==> src/hdl/wsnc_pkg.sv <==
// Shared constants, types and helpers for the weekly schedule next-change block.
`timescale 1ns / 1ps

package wsnc_pkg;

	localparam int HOURS            = 24;
	localparam int DAYS             = 7;
	localparam int VALUE_BITS       = 8;
	localparam int ENTRIES          = HOURS * DAYS;
	localparam int IDX_W            = $clog2(ENTRIES);
	localparam int MINS_W           = 14;
	localparam int MINUTES_PER_HOUR = 60;
	localparam int MINUTE_LAST      = 59;

	localparam logic CMD_WRITE = 1'b0;
	localparam logic CMD_QUERY = 1'b1;

	typedef logic [IDX_W-1:0]      idx_t;
	typedef logic [VALUE_BITS-1:0] val_t;
	typedef logic [MINS_W-1:0]     mins_t;

	typedef enum logic [2:0] {
		ST_IDLE,
		ST_CUR,
		ST_CAPT,
		ST_SCAN,
		ST_DONE
	} state_t;

	// One result, as handed from the sequencer to the output register.
	typedef struct packed {
		val_t  mode;
		logic  is_rec;
		mins_t mins;
		logic  none;
	} res_t;

	function automatic logic in_range(input logic [4:0] h, input logic [2:0] d);
		in_range = (32'(h) < HOURS) && (32'(d) < DAYS);
	endfunction

	function automatic idx_t entry_idx(input logic [4:0] h, input logic [2:0] d);
		entry_idx = idx_t'(IDX_W'(d) * IDX_W'(HOURS) + IDX_W'(h));
	endfunction

	function automatic idx_t idx_next(input idx_t a);
		idx_next = (a == idx_t'(ENTRIES - 1)) ? '0 : idx_t'(a + 1'b1);
	endfunction

endpackage

==> src/hdl/wsnc_table.sv <==
// Mode table: one-port-write, one-port-read synchronous RAM with per-entry valid bits.
`timescale 1ns / 1ps

module wsnc_table (
	input  logic                 clk,
	input  logic                 arst_n,
	input  logic                 wr_en,
	input  wsnc_pkg::idx_t       wr_addr,
	input  wsnc_pkg::val_t       wr_data,
	input  logic                 rd_en,
	input  wsnc_pkg::idx_t       rd_addr,
	output wsnc_pkg::val_t       rd_data
);
	import wsnc_pkg::*;

	val_t mem [ENTRIES];
	logic [ENTRIES-1:0] vld_q;
	val_t rdata_q;
	logic rvld_q;

	always_ff @(posedge clk) begin
		if (wr_en) begin
			mem[wr_addr] <= wr_data;
		end
		if (rd_en) begin
			rdata_q <= mem[rd_addr];
		end
	end

	// never-written entries read as zero (reset value of the table)
	always_ff @(posedge clk or negedge arst_n) begin
		if (!arst_n) begin
			vld_q  <= '0;
			rvld_q <= 1'b0;
		end else begin
			if (wr_en) begin
				vld_q[wr_addr] <= 1'b1;
			end
			if (rd_en) begin
				rvld_q <= vld_q[rd_addr];
			end
		end
	end

	assign rd_data = rvld_q ? rdata_q : '0;

endmodule

==> src/hdl/wsnc_seq.sv <==
// Request sequencer: decodes a request and walks the table for a query.
`timescale 1ns / 1ps

module wsnc_seq (
	input  logic                 clk,
	input  logic                 arst_n,
	input  logic                 start,
	input  logic                 cmd,
	input  logic [4:0]           hour,
	input  logic [2:0]           day,
	input  logic [5:0]           minute,
	input  wsnc_pkg::val_t       record_value,
	input  logic                 all_record,
	input  wsnc_pkg::val_t       rd_data,
	input  logic                 res_take,
	output logic                 idle,
	output logic                 rd_en,
	output wsnc_pkg::idx_t       rd_addr,
	output logic                 res_valid,
	output wsnc_pkg::res_t       res
);
	import wsnc_pkg::*;

	state_t state_q, state_d;
	idx_t   addr_q;
	idx_t   chk_q;
	val_t   cur_q;
	mins_t  mins_q;
	res_t   res_q;

	logic                 differ;
	logic                 last;
	logic [MINS_W:0]      mins_sum;
	mins_t                mins_inc;
	logic [5:0]           min_clamp;

	assign differ    = (rd_data != cur_q);
	assign last      = (chk_q == idx_t'(ENTRIES - 1));
	assign mins_sum  = {1'b0, mins_q} + (MINS_W + 1)'(MINUTES_PER_HOUR);
	assign mins_inc  = mins_sum[MINS_W] ? '1 : mins_sum[MINS_W-1:0];
	assign min_clamp = (32'(minute) > MINUTE_LAST) ? 6'(MINUTE_LAST) : minute;

	always_ff @(posedge clk or negedge arst_n) begin
		if (!arst_n) begin
			state_q <= ST_IDLE;
		end else begin
			state_q <= state_d;
		end
	end

	always_comb begin
		state_d   = state_q;
		idle      = 1'b0;
		rd_en     = 1'b0;
		rd_addr   = addr_q;
		res_valid = 1'b0;
		case (state_q)
			ST_IDLE: begin
				idle = 1'b1;
				if (start) begin
					if (cmd == CMD_QUERY && in_range(hour, day)) begin
						state_d = ST_CUR;
					end else begin
						state_d = ST_DONE;
					end
				end
			end
			ST_CUR: begin
				rd_en   = 1'b1;
				state_d = ST_CAPT;
			end
			ST_CAPT: begin
				if (ENTRIES == 1) begin
					state_d = ST_DONE;
				end else begin
					rd_en   = 1'b1;
					state_d = ST_SCAN;
				end
			end
			ST_SCAN: begin
				if (differ || last) begin
					state_d = ST_DONE;
				end else begin
					rd_en = 1'b1;
				end
			end
			ST_DONE: begin
				res_valid = 1'b1;
				if (res_take) begin
					state_d = ST_IDLE;
				end
			end
			default: begin
				state_d = ST_IDLE;
			end
		endcase
	end

	// datapath
	always_ff @(posedge clk) begin
		case (state_q)
			ST_IDLE: begin
				if (start) begin
					res_q      <= '0;
					addr_q     <= entry_idx(hour, day);
					mins_q     <= mins_t'(MINUTES_PER_HOUR) - mins_t'(min_clamp);
					if (cmd == CMD_QUERY && !in_range(hour, day)) begin
						res_q.is_rec <= (record_value == '0);
					end
				end
			end
			ST_CUR: begin
				addr_q <= idx_next(addr_q);
			end
			ST_CAPT: begin
				cur_q        <= rd_data;
				res_q.mode   <= rd_data;
				res_q.is_rec <= (rd_data == record_value);
				addr_q       <= idx_next(addr_q);
				chk_q        <= idx_t'(1);
				if (ENTRIES == 1) begin
					res_q.none <= 1'b1;
					res_q.mins <= ((rd_data == record_value) && all_record) ?
						'0 : mins_t'(MINUTES_PER_HOUR);
				end
			end
			ST_SCAN: begin
				if (differ) begin
					res_q.mins <= mins_q;
				end else if (last) begin
					res_q.none <= 1'b1;
					res_q.mins <= (res_q.is_rec && all_record) ?
						'0 : mins_t'(MINUTES_PER_HOUR);
				end else begin
					mins_q <= mins_inc;
					chk_q  <= idx_t'(chk_q + 1'b1);
					addr_q <= idx_next(addr_q);
				end
			end
			default: begin
			end
		endcase
	end

	assign res = res_q;

endmodule

==> src/hdl/weekly_schedule_next_change.sv <==
// Top level of the weekly schedule next-change finder.
//
//   channel  direction  handshake            payload
//   in       input      in_valid/in_ready    cmd, hour, day, minute, value
//   out      output     out_valid/out_ready  mode_now, is_record,
//                                            minutes_to_change, no_change_found
//   cfg      input      cfg_wr_en            cfg_wr_data (record value)
//
// A write request writes the table entry at the accepting edge and then returns
// a result. A query reads the table through the single read port, one read per
// cycle, the walk stopping at the first differing entry or after the last entry.
// An out-of-range query returns its result without reading the table.
// Reset clears the table valid bits at once, so no clearing pass is needed.
// One request is in flight at a time; the output register lets the next request
// be accepted while a result waits for out_ready.
`timescale 1ns / 1ps

module weekly_schedule_next_change (
	input  logic        clk,
	input  logic        arst_n,
	input  logic        in_valid,
	output logic        in_ready,
	input  logic        cmd,
	input  logic [4:0]  hour,
	input  logic [2:0]  day,
	input  logic [5:0]  minute,
	input  logic [7:0]  value,
	output logic        out_valid,
	input  logic        out_ready,
	output logic [7:0]  mode_now,
	output logic        is_record,
	output logic [13:0] minutes_to_change,
	output logic        no_change_found,
	input  logic        cfg_wr_en,
	input  logic [7:0]  cfg_wr_data
);
	import wsnc_pkg::*;

	val_t   rec_q;        // record value register
	logic   all_rec_q;    // every write so far matched the record value
	logic   acc;
	logic   wr_en;
	logic   rd_en;
	idx_t   rd_addr;
	val_t   rd_data;
	logic   res_valid;
	logic   res_take;
	res_t   res;
	logic   out_valid_q;
	res_t   out_q;

	assign acc   = in_valid && in_ready;
	// writes outside the table are dropped and leave the flag alone
	assign wr_en = acc && (cmd == CMD_WRITE) && in_range(hour, day);

	always_ff @(posedge clk or negedge arst_n) begin
		if (!arst_n) begin
			rec_q     <= val_t'(1);
			all_rec_q <= 1'b1;
		end else begin
			if (cfg_wr_en) begin
				rec_q <= cfg_wr_data;
			end
			if (wr_en && (value != rec_q)) begin
				all_rec_q <= 1'b0;
			end
		end
	end

	wsnc_table u_table (
		.clk     (clk),
		.arst_n  (arst_n),
		.wr_en   (wr_en),
		.wr_addr (entry_idx(hour, day)),
		.wr_data (value),
		.rd_en   (rd_en),
		.rd_addr (rd_addr),
		.rd_data (rd_data)
	);

	wsnc_seq u_seq (
		.clk          (clk),
		.arst_n       (arst_n),
		.start        (acc),
		.cmd          (cmd),
		.hour         (hour),
		.day          (day),
		.minute       (minute),
		.record_value (rec_q),
		.all_record   (all_rec_q),
		.rd_data      (rd_data),
		.res_take     (res_take),
		.idle         (in_ready),
		.rd_en        (rd_en),
		.rd_addr      (rd_addr),
		.res_valid    (res_valid),
		.res          (res)
	);

	// output register: loads when empty or being drained this cycle
	assign res_take = !out_valid_q || out_ready;

	always_ff @(posedge clk or negedge arst_n) begin
		if (!arst_n) begin
			out_valid_q <= 1'b0;
		end else if (res_take) begin
			out_valid_q <= res_valid;
		end
	end

	always_ff @(posedge clk) begin
		if (res_valid && res_take) begin
			out_q <= res;
		end
	end

	assign out_valid         = out_valid_q;
	assign mode_now          = out_q.mode;
	assign is_record         = out_q.is_rec;
	assign minutes_to_change = out_q.mins;
	assign no_change_found   = out_q.none;

endmodule

==> config.mk <==
export PLATFORM = sky130hd
export DESIGN_NAME = weekly_schedule_next_change
export DESIGN_NICKNAME = d
export VERILOG_FILES = /design/src/hdl/wsnc_pkg.sv /design/src/hdl/wsnc_table.sv /design/src/hdl/wsnc_seq.sv /design/src/hdl/weekly_schedule_next_change.sv
export SDC_FILE = /design/constraint.sdc
export NUM_CORES = 2
export LEC_CHECK = 0
export BUFFER_PORTS_ARGS = -buffer_cell sky130_fd_sc_hd__buf_2
export CAP_MARGIN = 25
export CORE_MARGIN = 2
export CORE_UTILIZATION = 57
export DETAILED_ROUTE_END_ITERATION = 8
export GPL_ROUTABILITY_DRIVEN = 0
export PLACE_DENSITY = 0.76
export SLEW_MARGIN = 10
export SYNTH_ARGS = -nofsm -noshare
export SYNTH_HDL_FRONTEND = slang
export SYNTH_HIERARCHICAL = 1
export SYNTH_SLANG_ARGS = --single-unit
==> constraint.sdc <==
create_clock -name clk -period 2.65 [get_ports clk]
set_clock_uncertainty 0.1 [all_clocks]
set_input_delay 0.3975 -clock clk [delete_from_list [all_inputs] [get_ports clk]]
set_output_delay 0.3975 -clock clk [all_outputs]
set_load 0.05 [all_outputs]
==> results.txt <==
----------------------------------------------------
[Status]
  Outcome ... finished, violations left
  Failing checks ... setup timing

[Detailed routing]
  Routed vias ... 34,700
  Antenna Violating Nets Remaining ... 0
  Drc violations ... 0
  First-pass DRT Iterations ... 5
  Starting DRT DRC Count ... 4,723
  Drt wl/cell ... 30.8 µm
  Drt total wl ... 165 mm
  Via density per instance ... 6.50

[Clock network]
  Clock latency at the later pin of the worst-skew pair ... 0.77 ns
  Root Buffer ... sky130_fd_sc_hd__clkbuf_16
  Number of H-tree branching levels ... 4
  Clock transition time at the flip-flop clock pins of the worst setup and hold paths ... 0.06 ns
  CTS buffer count ... 159
  Clock tree from TritonCTS ... done
  Max Root-Sink Buffers ... 3
  Num Clock Sinks ... 1,620

[Critical path]
  Req. time, crit path ... 3.06 ns
  Signal arrival time at the worst endpoint ... 3.51 ns
  Class of the most critical setup path ... reg2reg
  Crit. End Element ... flop
  Critical path fanouts, max ... 14
  Kind of start point of the critical path ... flop

[Pwr]
  Switch share ... 30.0%
  Sequential group share of total power ... 38.2%
  Share of total power in combinational logic ... 32.0%
  Peak VDD IR ... 651 µV
  Internal power consumption ... 53.7 mW
  Static Leak ... 26.9 nW
  Clock share of power ... 29.7%
  P_sw ... 23.0 mW
  Power Dens Cells ... 1000 nW/µm²

[Die]
  Top-Level Pins ... 62
  Die area ... 115,000 µm²
  X dimension of the die ... 339 µm
  Number of core rows ... 122
  Area of the placeable core ... 111,000 µm²
  Initial Utilization ... 57.6%
  Vertical extent of the die ... 339 µm

[Timing]
  Final period utilization ... 117%
  Setup violators final ... 9
  Number of hold violations in the final report ... 0
  Final critical path time including I/O delays and setup ... 3.10 ns
  Transition time at the pin with the least slew margin ... 0.624 ns
  Smallest setup slack after layout ... -0.446 ns
  Slew Limit Fails ... 0
  RSZ-0062 raised after global routing ... yes
  Normalized max-slew margin ... 58.1%
  Maximum clock rate ... 0.323 GHz

[Worst hold path]
  Worst hold path class ... in2reg

[Synthesis]
  Warnings, synthesis ... 6
  Share of synthesized area occupied by flip-flops and latches ... 74.6%
  Average cell area after synthesis ... 20.4 µm²
  Netlist Area Pre-Place ... 64,000 µm²
  Synthesized instance count ... 3,131
  Syn Nets ... 3,187
  Number of enable flip-flop cells after synthesis ... 1,438
  Share of async-settable or async-resettable flops after synthesis ... 11.2%
  Primary FF master, synth ... sky130_fd_sc_hd__edfxtp_1
  Post-synthesis cell type count ... 75
  Total of flip-flops plus latches after synthesis ... 1,620

[Cells and area]
  Layout cells sized above 1 ... 40.0%
  Number of fillers in the final layout ... 6,460
  Post-route cell area ... 76,700 µm²
  Area growth from synthesis to layout ... 20.0%
  Finished Layout Cells ... 5,347
  Number of nets in the layout ... 3,777
  Area of the multi-input gates ... 16,000 µm²
  Storage cell area ... 47,700 µm²

[Placement]
  Count of buffers inserted at the top-level ports ... 61
  Placed insts ... 4,994
  Placed wire-length estimate ... 106 mm
  Cell area reported after detailed placement ... 70,500 µm²

[Global route]
  Maximum number of pins on one net before global-route repair ... 101
  Initial antenna violation count ... 2
  Overall Global Routing Usage ... 29.1%
  Remaining Overflow, GRT ... 0
  Number of global-route vias before repair ... 35,200
  Wire length of the first global-routing pass ... 242 mm

[Run]
  Number of max-cap violations ... 0

----------------------------------------------------
[metrics by stage]
stage / utilization, % / total power [mW] / hold slack [ns] / TNS [ns] / worst slack [ns]
6_report: 69.2 / 76.7 / 0.0345 / -3.56 / -0.446
3_5_place_dp: 63.5 / 52.6 / 0.305 / -523.99 / -0.527
4_1_cts: 69.0 / 76.2 / 0.00719 / -3.24 / -0.410
2_1_floorplan: - / 43.5 / 0.00191 / -295.36 / -0.324
5_1_grt: 69.2 / 78.8 / 0.0193 / -3.87 / -0.478
3_3_place_gp: 63.5 / 52.1 / 0.295 / -502.96 / -0.497
[per-layer routing]
layer  wire length [µm]  vias up  track usage [%]
met3              17000      331             6.03
met1              60900    18100             40.2
met5                 13        -                0
li1                   -    13900                -
met4               5890        2             10.7
met2              81100     2345             46.6
[cells in the mapped netlist (18+ instances only)]
library cell	n	area, µm²
sky130_fd_sc_hd__mux2i_1	84	841
sky130_fd_sc_hd__clkbuf_1	70	263
sky130_fd_sc_hd__o221ai_1	27	236
sky130_fd_sc_hd__xnor2_1	25	219
sky130_fd_sc_hd__a21oi_1	34	170
sky130_fd_sc_hd__buf_2	48	240
sky130_fd_sc_hd__nor3_1	19	95.1
sky130_fd_sc_hd__o21ai_0	20	100
sky130_fd_sc_hd__nor2_1	193	724
sky130_fd_sc_hd__edfxtp_1	1438	43200
sky130_fd_sc_hd__xor2_1	27	236
sky130_fd_sc_hd__mux4_2	423	9530
sky130_fd_sc_hd__and3_1	18	113
sky130_fd_sc_hd__nand3_1	35	175
sky130_fd_sc_hd__and2_1	20	125
sky130_fd_sc_hd__dfrtp_1	180	4500
sky130_fd_sc_hd__nand2_1	72	270
sky130_fd_sc_hd__or2_2	170	1060
[power groups by stage]
stage | Clock (mW) | Sequential (mW) | Combinational [mW]
final | 22.8 | 29.3 | 24.6
after global routing | 24.0 | 29.4 | 25.4
after CTS | 23.0 | 29.3 | 23.9
after detailed placement | 0 | 29.9 | 22.7
after global placement | 0 | 29.8 | 22.3
after floorplan | 0 | 29.9 | 13.5
[cell type report]
class | instances | share of cell area [%]
timing repair buffer | 586 | 7.52
multi-input combinational | 1340 | 20.9
antenna | 3 | 0.00978
clock buffer | 214 | 5.71
tap | 1488 | 2.43
clock inverter | 82 | 1.20
inverter | 14 | 0.0734
sequential | 1620 | 62.2
[final timing paths]
| check | start | end | slack [ns] | cells past startpoint |
|---|---|---|---|---|
| worst max-delay path | u_seq/rd_addr[0] | u_table/rdata_q[7] | -0.45 | 7 |
| worst min-delay path | value[1] | u_table/mem[126][1] | 0.03 | 1 |
| worst max register to register | u_seq/rd_addr[0] | u_table/rdata_q[7] | -0.45 | 7 |
| worst min register to register | u_seq/res[9] | minutes_to_change[8] | 0.32 | 0 |
| max in group asynchronous | arst_n | u_table/vld_q[86] | 1.46 | 3 |
| min in group asynchronous | arst_n | rec_q[5] | 0.10 | 2 |
[layout by cell type, fill, tap and decap left out, types with 14 or more instances in the layout]
cell type,netlist,final
sky130_fd_sc_hd__and2_1,20,16
sky130_fd_sc_hd__mux2i_1,84,78
sky130_fd_sc_hd__buf_12,0,97
sky130_fd_sc_hd__or2_2,170,170
sky130_fd_sc_hd__o221ai_1,27,24
sky130_fd_sc_hd__and3_1,18,18
sky130_fd_sc_hd__clkinv_2,0,26
sky130_fd_sc_hd__clkinv_1,1,17
sky130_fd_sc_hd__buf_2,48,52
sky130_fd_sc_hd__nor2_2,0,32
sky130_fd_sc_hd__clkbuf_8,0,14
sky130_fd_sc_hd__buf_4,14,384
sky130_fd_sc_hd__clkbuf_1,70,39
sky130_fd_sc_hd__dlygate4sd3_1,0,29
sky130_fd_sc_hd__nand3_1,35,32
sky130_fd_sc_hd__xnor2_1,25,25
sky130_fd_sc_hd__nand2_1,72,66
sky130_fd_sc_hd__clkbuf_16,0,162
sky130_fd_sc_hd__a21oi_1,34,29
sky130_fd_sc_hd__nor2_1,193,129
sky130_fd_sc_hd__nor2_4,0,32
sky130_fd_sc_hd__bufinv_16,0,16
sky130_fd_sc_hd__dfrtp_1,180,180
sky130_fd_sc_hd__ha_1,16,16
sky130_fd_sc_hd__edfxtp_1,1438,1438
sky130_fd_sc_hd__mux4_2,423,423
sky130_fd_sc_hd__mux2_2,17,17
sky130_fd_sc_hd__xor2_1,27,27
[flip-flops by register name, summed over array words and instances (netlist names)]
name / count
mode_now: 8
all_rec_q: 1
u_table/vld_q: 168
u_seq/mins_q: 14
is_record: 1
u_table/mem: 1344
u_seq/state_q: 3
u_seq/cur_q: 8
u_table/rdata_q: 8
out_valid: 1
u_seq/res: 24
no_change_found: 1
u_seq/chk_q: 8
rec_q: 8
u_table/rvld_q: 1
u_seq/rd_addr: 8
minutes_to_change: 14
[worst max-delay path: stages, from the launching register on]
cell	delay, ns
sky130_fd_sc_hd__edfxtp_1	0.41
sky130_fd_sc_hd__buf_4	0.25
sky130_fd_sc_hd__buf_12	0.20
sky130_fd_sc_hd__mux4_2	0.57
sky130_fd_sc_hd__mux4_2	0.57
sky130_fd_sc_hd__a21oi_1	0.28
sky130_fd_sc_hd__nor4b_1	0.12
sky130_fd_sc_hd__a211o_1	0.32
[timing repair]
action,CTS,global route
pin swaps,8,11
hold buffers,29,0
endpoints found under the setup margin,92,667
gates resized for setup,47,41
setup buffers,14,8
gates cloned,3,1
endpoints found under the hold margin,303,0
[cell families after synthesis]
| group | count (synthesis) | share of synthesized area [%] |
|---|---|---|
| flops | 1620 | 74.6 |
| compound gates | 154 | 1.68 |
| fa+ha+maj | 20 | 0.438 |
| xor+xnor | 52 | 0.712 |
| mux | 524 | 16.5 |
| buf+inv | 171 | 1.31 |
| simple gates | 590 | 4.71 |
(Power assumes the default switching activity.)
